## src/rtl/mtf_pkg.sv

```systemverilog
// ----------------------------------------------------------------------------
// mtf_pkg
// Shared widths and the control bundle sent from the top level to the cells.
// ----------------------------------------------------------------------------
package mtf_pkg;

    localparam int VAL_W  = 8;   // input value and result width
    localparam int SIZE_W = 9;   // table size register width
    localparam int SYM_W  = 9;   // a list entry holds up to table_size-1

    typedef logic [SYM_W-1:0]  sym_t;
    typedef logic [SIZE_W-1:0] size_t;
    typedef logic [VAL_W-1:0]  val_t;

    // One bundle broadcast to every cell of the chain
    typedef struct packed {
        logic  init;     // reload the descending list
        size_t size;     // table size in force (new size during init)
        logic  capture;  // item accepted: latch the match flag
        logic  in_err;   // accepted item is out of range
        logic  mode;     // 0 encode, 1 decode
        val_t  value;    // symbol or rank of the accepted item
        logic  shift;    // move the hit symbol to the front
    } cell_ctrl_t;

endpackage

```

## src/rtl/mtf_cell.sv

```systemverilog
// ----------------------------------------------------------------------------
// mtf_cell
// One list position: holds a symbol, compares it (its index when decoding)
// with the item, takes its left neighbour's symbol when the hit moves to front.
// ----------------------------------------------------------------------------
module mtf_cell
    import mtf_pkg::*;
#(
    parameter int CELL_IDX = 0,
    parameter int IDX_W    = 8,
    parameter int DEF_SIZE = 256
)
(
    input  logic             clk,
    input  logic             rst_n,
    input  cell_ctrl_t       ctrl,
    input  logic [IDX_W-1:0] hit_pos,
    input  sym_t             left_sym,
    output sym_t             sym,
    output logic             match
);

    localparam sym_t RESET_SYM    = (CELL_IDX < DEF_SIZE) ? sym_t'(DEF_SIZE - 1 - CELL_IDX)
                                                          : '0;
    localparam bit   FITS_SIZE    = CELL_IDX < 511;
    localparam bit   FITS_VAL     = CELL_IDX < 256;
    localparam sym_t IDX_SYM      = sym_t'(CELL_IDX);
    localparam sym_t IDX_SYM_NEXT = sym_t'(CELL_IDX + 1);

    sym_t sym_reg;
    sym_t sym_next;
    logic match_reg;
    logic match_next;
    logic in_use;
    logic hit_here;
    logic shift_here;

    always_comb
    begin
        in_use     = FITS_SIZE && (ctrl.size > IDX_SYM);
        hit_here   = in_use && (ctrl.mode ? (FITS_VAL && ctrl.value == VAL_W'(CELL_IDX))
                                          : (sym_reg == {1'b0, ctrl.value}));
        shift_here = ctrl.shift && (IDX_W'(CELL_IDX) <= hit_pos);

        sym_next = sym_reg;
        if (ctrl.init)
        begin
            sym_next = in_use ? (ctrl.size - IDX_SYM_NEXT) : '0;
        end
        else if (shift_here)
        begin
            sym_next = left_sym;
        end

        match_next = match_reg;
        if (ctrl.capture)
        begin
            match_next = !ctrl.in_err && hit_here;
        end
    end

    always_ff @(posedge clk or negedge rst_n)
    begin
        if (!rst_n)
        begin
            sym_reg   <= RESET_SYM;
            match_reg <= 1'b0;
        end
        else
        begin
            sym_reg   <= sym_next;
            match_reg <= match_next;
        end
    end

    assign sym   = sym_reg;
    assign match = match_reg;

endmodule

```

## config.mk

```make
export PLATFORM = sky130hd
export DESIGN_NAME = mtf_cell
export DESIGN_NICKNAME = d
export VERILOG_FILES = /design/src/rtl/mtf_pkg.sv /design/src/rtl/mtf_cell.sv
export SDC_FILE = /design/constraint.sdc
export NUM_CORES = 1
export LEC_CHECK = 0
export BUFFER_PORTS_ARGS = -buffer_cell sky130_fd_sc_hd__clkbuf_2
export CORE_MARGIN = 1
export CORE_UTILIZATION = 25
export DETAILED_ROUTE_END_ITERATION = 7
export PLACE_DENSITY = 0.52
export SLEW_MARGIN = 20
export SYNTH_ARGS = -nofsm -noshare
export SYNTH_HDL_FRONTEND = slang
export SYNTH_SLANG_ARGS = --single-unit
export TNS_END_PERCENT = 50
```

## constraint.sdc

```tcl
create_clock -name clk -period 1.5 [get_ports clk]
set_input_delay 0.075 -clock clk [delete_from_list [all_inputs] [get_ports clk]]
set_output_delay 0.075 -clock clk [all_outputs]
set_load 0.005 [all_outputs]
```

==> results of run 1 <==
==> metrics by stage <==
| step | instances | area (um^2) | util |
|---|---|---|---|
| after global placement | 152 | 1025 | 0.3592 |
| final | 156 | 1057 | 0.3706 |
| after floorplan | 80 | 777.0 | - |
| after global routing | 156 | 1057 | 0.3706 |
| after CTS | 156 | 1057 | 0.3706 |
| after detailed placement | 152 | 1025 | 0.3592 |
==> critical path, stage by stage (launching register included) <==
cell     delay [ns]
dfstp_2        0.56
xor2_1         0.07
nor4_1         0.30
a31oi_1        0.14
o22ai_2        0.12
==> power groups by stage <==
stage | Clock (mW) | Sequential (mW) | Combinational [mW]
after floorplan | 0 | 0.341 | 0.102
after global placement | 0 | 0.342 | 0.210
after detailed placement | 0 | 0.343 | 0.214
after CTS | 0.184 | 0.339 | 0.217
after global routing | 0.212 | 0.343 | 0.242
final | 0.174 | 0.338 | 0.215
==> Yosys cell counts (2+ instances only) <==
master    n  area [um^2]
a21oi_1   2        10.01
inv_1     3        11.26
nor2_1    4        15.01
a31oi_1   2        12.51
o21ai_1   2        10.01
o22ai_1   3        18.77
nor2b_1   3        18.77
nor3_1    3        15.01
dfrtp_1   2        50.05
xor2_1    9        78.83
xnor2_1   2        17.52
nor2_2    2        12.51
o21ai_0   2        10.01
a211oi_1  3        22.52
mux2i_1   6        60.06
dfstp_2   8        210.2
or4b_1    2        20.02
nor4_1    3        18.77
nand2_1   3        11.26
==> worst max-delay path by stage <==
stage	start	end	slack, ns	depth (start not counted)
after floorplan	ctrl[12]	match$_DFFE_PN0P_	0.22	6
after global placement	ctrl[13]	match$_DFFE_PN0P_	-0.01	7
after detailed placement	ctrl[13]	match$_DFFE_PN0P_	-0.05	7
after CTS	sym[5]$_DFFE_PN1P_	match$_DFFE_PN0P_	0.23	4
after global routing	sym[2]$_DFFE_PN1P_	match$_DFFE_PN0P_	0.09	4
final	sym[2]$_DFFE_PN1P_	match$_DFFE_PN0P_	0.24	4
==> metal layers <==
metal | part of all wire | wire length, um | GRT usage
met4 | 0.0096 | 19 | 0.07143
met3 | 0.065 | 128 | 0.02455
met1 | 0.51 | 1009 | 0.1792
met2 | 0.41 | 811 | 0.1877
met5 | 0 | 0 | 0
==> what timing repair did <==
item / in CTS / in global routing
hold endpoints to repair: 10 / 0
hold buffers: 1 / 0
buffers inserted: 0 / 0
==> final cells by class <==
class	instances	area [um^2]
Clock buffer	3	22.52
Inverter	3	11.26
Sequential cell	10	260.3
Timing Repair Buffer	44	227.7
Multi-Input combinational cell	65	496.7
Tap cell	31	38.79
Fill cell	293	1795
==> cell families after synthesis <==
family / Yosys count / synth area share
AO/OA/AOI/OAI: 20 / 0.1739
XOR/XNOR: 11 / 0.1240
adder cells (fa/ha/maj): 1 / 0.01610
buffers and inverters: 5 / 0.02575
flip-flops: 10 / 0.3349
multiplexers: 7 / 0.09179
AND/OR/NAND/NOR: 26 / 0.2335
==> placed cells by master, fill, tap and decap left out, types with 3 or more instances in the layout <==
master	instances
inv_1	3
a211oi_1	3
mux2i_1	6
xor2_1	9
clkbuf_4	3
dfstp_2	8
nor2_1	4
o22ai_1	3
clkbuf_2	42
nor3_1	3
nand2_1	3
nor4_1	3
nor2b_1	3
==> impl_metrics.env, run 1 <==
export IMPL_cts_tree="done"
export IMPL_wl_per_cell_um=12.62
export IMPL_port_buffers=42
export IMPL_yosys_warnings=0
export IMPL_cts_sinks=10
export IMPL_required_ns=1.68
export IMPL_p_leak_nw=0.4882
export IMPL_grt_antenna_before_repair=0
export IMPL_yosys_register_bits=10
export IMPL_drive_above_1_share=0.4960
export IMPL_drt_pass1_iter_count=8
export IMPL_insertion_delay_ns=0.25
export IMPL_intPower_mw=0.5169
export IMPL_yosysUniqueCellTypes=35
export IMPL_hold_path_startpoint="ctrl[11]"
export IMPL_grt_pass1_vias=712
export IMPL_cts_resized=0
export IMPL_vias=743
export IMPL_numCtsBuffers=3
export IMPL_slew_viol_final=0
export IMPL_setup_tns_ns=0
export IMPL_final_nets=169
export IMPL_place_ws_ns=-0.04980
export IMPL_status="finished with violations"
export IMPL_fin_crit_sh=0.8410
export IMPL_ioPinCount=51
export IMPL_fin_ws_ns=0.2386
export IMPL_rsz0062_at_grt="false"
export IMPL_fin_worst_hold_slack_ns=0.02657
export IMPL_gp_congestion=0.7280
export IMPL_die_area_um2=3335
export IMPL_crit_arrival_ns=1.44
export IMPL_failed_checks="design-rule violations"
export IMPL_syn_cell_area_um2=777.0
export IMPL_r2r_end="match$_DFFE_PN0P_"
export IMPL_cellPowerDensity_nw_per_um2=687.1
export IMPL_die_w_um=57.75
export IMPL_core_area_um2=2853
export IMPL_synth_edf_count=0
export IMPL_clockRootBuffer="clkbuf_4"
export IMPL_reg2reg_depth=4
export IMPL_drc=5
export IMPL_largest_register_ffs=9
export IMPL_tightest_slew_ns=0.3626
export IMPL_syn_nets=122
export IMPL_fin_crit_ns=1.261
export IMPL_syn_to_final_growth_pct=36.07
export IMPL_ys_seq_area_frac=0.3349
export IMPL_async_reset_ff_frac=1.000
export IMPL_initial_core_util=0.2724
export IMPL_total_power_mw=0.7265
export IMPL_n_antenna_cell=0
export IMPL_htreeDepth=1
export IMPL_grt_util_all_layers=0.1288
export IMPL_ys_flop_type="dfstp_2"
export IMPL_hold_end="match$_DFFE_PN0P_"
export IMPL_finClkSkew_ns=0.001326
export IMPL_start_kind="flip-flop"
export IMPL_crit_fanout=3
export IMPL_syn_inst=80
export IMPL_ant_nets=0
export IMPL_syn_area_per_cell_um2=9.712
export IMPL_drtIter0Drc=29
export IMPL_hp_class="in2reg"
export IMPL_clkPwrFrac=0.239
export IMPL_combPwrFrac=0.295
export IMPL_drt_total_wl_um=1969
export IMPL_clk_pin_slew_worst_paths_ns=0.06
export IMPL_r2r_start="sym[2]$_DFFE_PN1P_"
export IMPL_cp_end_kind="flip-flop"
export IMPL_maxSlewHeadroom=0.7565
export IMPL_hold_depth=2
export IMPL_fmax_ghz=0.7927
export IMPL_switching_share=0.2885
export IMPL_cts_buffer_depth=2
export IMPL_power_switching_mw=0.2096
export IMPL_seq_power_share=0.466
export IMPL_grt_max_degree=18
export IMPL_vdd_drop_max_mv=0.1817
export IMPL_via_per_inst=4.763
export IMPL_grt_pass1_wl_um=3208
export IMPL_die_h_um=57.75
export IMPL_placementRows=19
export IMPL_final_hold_viol_count=0
export IMPL_worstSetupPathType="reg2reg"
export IMPL_r2r_setup_slack_ns=0.24
export IMPL_drv_cap=0
export IMPL_grt_overflow=0
export IMPL_setup_viol=0
export IMPL_dpl_hpwl_um=1638
Power figures use the tool's default switching activity.
==> run 2: changes to the inputs <==
--- a/config.mk
+++ b/config.mk
@@ -9,7 +9,7 @@
 export CORE_MARGIN = 1
 export CORE_UTILIZATION = 25
 export DETAILED_ROUTE_END_ITERATION = 7
-export PLACE_DENSITY = 0.52
+export PLACE_DENSITY = 0.54
 export SLEW_MARGIN = 20
 export SYNTH_ARGS = -nofsm -noshare
 export SYNTH_HDL_FRONTEND = slang
==> constraint.sdc (replaced) <==
create_clock -name clk -period 1.1 [get_ports clk]
set_input_delay 0.055 -clock clk [delete_from_list [all_inputs] [get_ports clk]]
set_output_delay 0.055 -clock clk [all_outputs]
set_load 0.005 [all_outputs]
==> run 2 against run 1 <==
  * The run ends with design-rule violations, negative setup slack left
  * Maximum frequency is 3.4% higher
  * First-iteration DRC count is 45% lower
  * Combinational power is 100% higher
  * Sequential share of layout area is 5.6 points lower
  * Largest power group unchanged
  * Total power is 68% higher
  * Sequential cell count stayed put
  * Global-route usage is 0.75 points higher
==> impl_metrics.env, run 2 (synthesized netlist as in run 1, its figures left out) <==
export IMPL_worstSetupPathType="reg2reg"
export IMPL_failed_checks="design-rule violations, negative setup slack"
export IMPL_clk_pin_slew_worst_paths_ns=0.06
export IMPL_clockRootBuffer="clkbuf_4"
export IMPL_hold_path_startpoint="ctrl[9]"
export IMPL_fin_ws_ns=-0.1204
export IMPL_fin_crit_ns=1.220
export IMPL_crit_arrival_ns=1.41
export IMPL_grt_util_all_layers=0.1363
export IMPL_crit_fanout=2
export IMPL_dpl_cell_area_um2=1225
export IMPL_numCtsBuffers=3
export IMPL_maxSlewHeadroom=0.7835
export IMPL_cts_tree="done"
export IMPL_dpl_hpwl_um=1867
export IMPL_vias=858
export IMPL_n_antenna_cell=0
export IMPL_setup_tns_ns=-0.1305
export IMPL_fin_crit_sh=1.109
export IMPL_core_area_um2=2853
export IMPL_drc=6
export IMPL_final_cell_mix="clkbuf_2 (38), buf_4 (23), xor2_1 (8), dfstp_2 (8), mux2i_1 (6)"
export IMPL_tightest_slew_ns=0.3224
export IMPL_grt_pass1_wl_um=3422
export IMPL_setup_viol=3
export IMPL_cellPowerDensity_nw_per_um2=890.5
export IMPL_initial_core_util=0.2724
export IMPL_hp_class="in2reg"
export IMPL_drt_total_wl_um=2209
export IMPL_syn_to_final_growth_pct=76.01
export IMPL_slew_viol_final=0
export IMPL_grt_antenna_before_repair=0
export IMPL_htreeDepth=1
export IMPL_cp_end_kind="flip-flop"
export IMPL_finClkSkew_ns=0.001131
export IMPL_placementRows=19
export IMPL_start_kind="flip-flop"
export IMPL_die_h_um=57.75
export IMPL_ant_nets=0
export IMPL_crit_path_start="sym[2]$_DFFE_PN1P_"
export IMPL_cts_sinks=10
export IMPL_required_ns=1.29
export IMPL_status="finished with violations"
export IMPL_wl_per_cell_um=12.14
export IMPL_drv_cap=0
export IMPL_final_nets=194
export IMPL_drive_above_1_share=0.6291
export IMPL_die_w_um=57.75
export IMPL_port_buffers=42
export IMPL_cts_buffer_depth=2
export IMPL_p_leak_nw=0.6369
export IMPL_gp_congestion=0.8206
export IMPL_fmax_ghz=0.8194
export IMPL_ioPinCount=51
export IMPL_reg2reg_depth=4
export IMPL_die_area_um2=3335
export IMPL_final_hold_viol_count=0
export IMPL_final_area_um2=1368
export IMPL_r2r_start="sym[2]$_DFFE_PN1P_"
export IMPL_largest_register_ffs=9
export IMPL_vdd_drop_max_mv=0.2935
export IMPL_rsz0062_at_grt="true"
export IMPL_grt_pass1_vias=815
export IMPL_hold_depth=3
export IMPL_drtIter0Drc=16
export IMPL_insertion_delay_ns=0.26
export IMPL_grt_max_degree=11
export IMPL_via_per_inst=4.714
export IMPL_fin_cells=182
export IMPL_fillers=281
export IMPL_final_common_cell="clkbuf_2"
export IMPL_drt_pass1_iter_count=6
export IMPL_dp_cells=174
export IMPL_grt_overflow=0
==> run 2: worst paths after layout <==
check / end / slack, ns
max: match$_DFFE_PN0P_ / -0.12
min: match$_DFFE_PN0P_ / 0.05
max reg2reg: match$_DFFE_PN0P_ / -0.12
min reg2reg: match$_DFFE_PN0P_ / 0.56
max in group asynchronous: sym[1]$_DFFE_PN1P_ / 0.65
min in group asynchronous: match$_DFFE_PN0P_ / 0.19
==> run 2: critical path: stages (launching register included) <==
cell and delay (ns):
dfstp_2 0.54, xor2_1 0.07, nor4_2 0.29, a31oi_1 0.14
o22ai_2 0.10
==> run 2: repair_timing <==
item | 4_1_cts | 5_1_grt
gates resized for setup | 4 | 15
setup buffers | 0 | 2
endpoints found under the hold margin | 11 | 0
hold buffers | 2 | 0
pin swaps | 4 | 5
setup endpoints to repair | 5 | 11
cloned | 0 | 0
==> run 2: final cells by class <==
type	instances	area (um^2)	area share
Tap cell	31	38.79	0.02836
Sequential cell	10	260.3	0.1903
Timing Repair Buffer	69	459.2	0.3358
Inverter	3	28.78	0.02104
Clock buffer	4	36.28	0.02653
Multi-Input combinational cell	65	544.3	0.3980
==> run 2: power breakdown <==
group          internal, mW  switching (mW)  leakage, nW
clock network         0.201           0.123       0.0210
registers             0.427          0.0272        0.110
logic                 0.254           0.186        0.506
==> run 2: metrics by stage <==
step / hold WS [ns] / utilization / power [mW] / worst slack [ns]
6_report: 0.05451 / 0.4794 / 1.218 / -0.1204
3_5_place_dp: -0.07158 / 0.4294 / 0.8547 / -0.3663
4_1_cts: 0.04283 / 0.4548 / 1.206 / -0.1310
5_1_grt: 0.05007 / 0.4794 / 1.294 / -0.1559
2_1_floorplan: -0.2406 / - / 0.6106 / -0.1043
3_3_place_gp: -0.07007 / 0.4294 / 0.8511 / -0.3400
==> run 2: layer usage <==
metal  GRT usage  part of all wire
met4     0.08163            0.0063
met3     0.02232             0.070
met5           0                 0
met2      0.2226              0.48
met1      0.1694              0.44
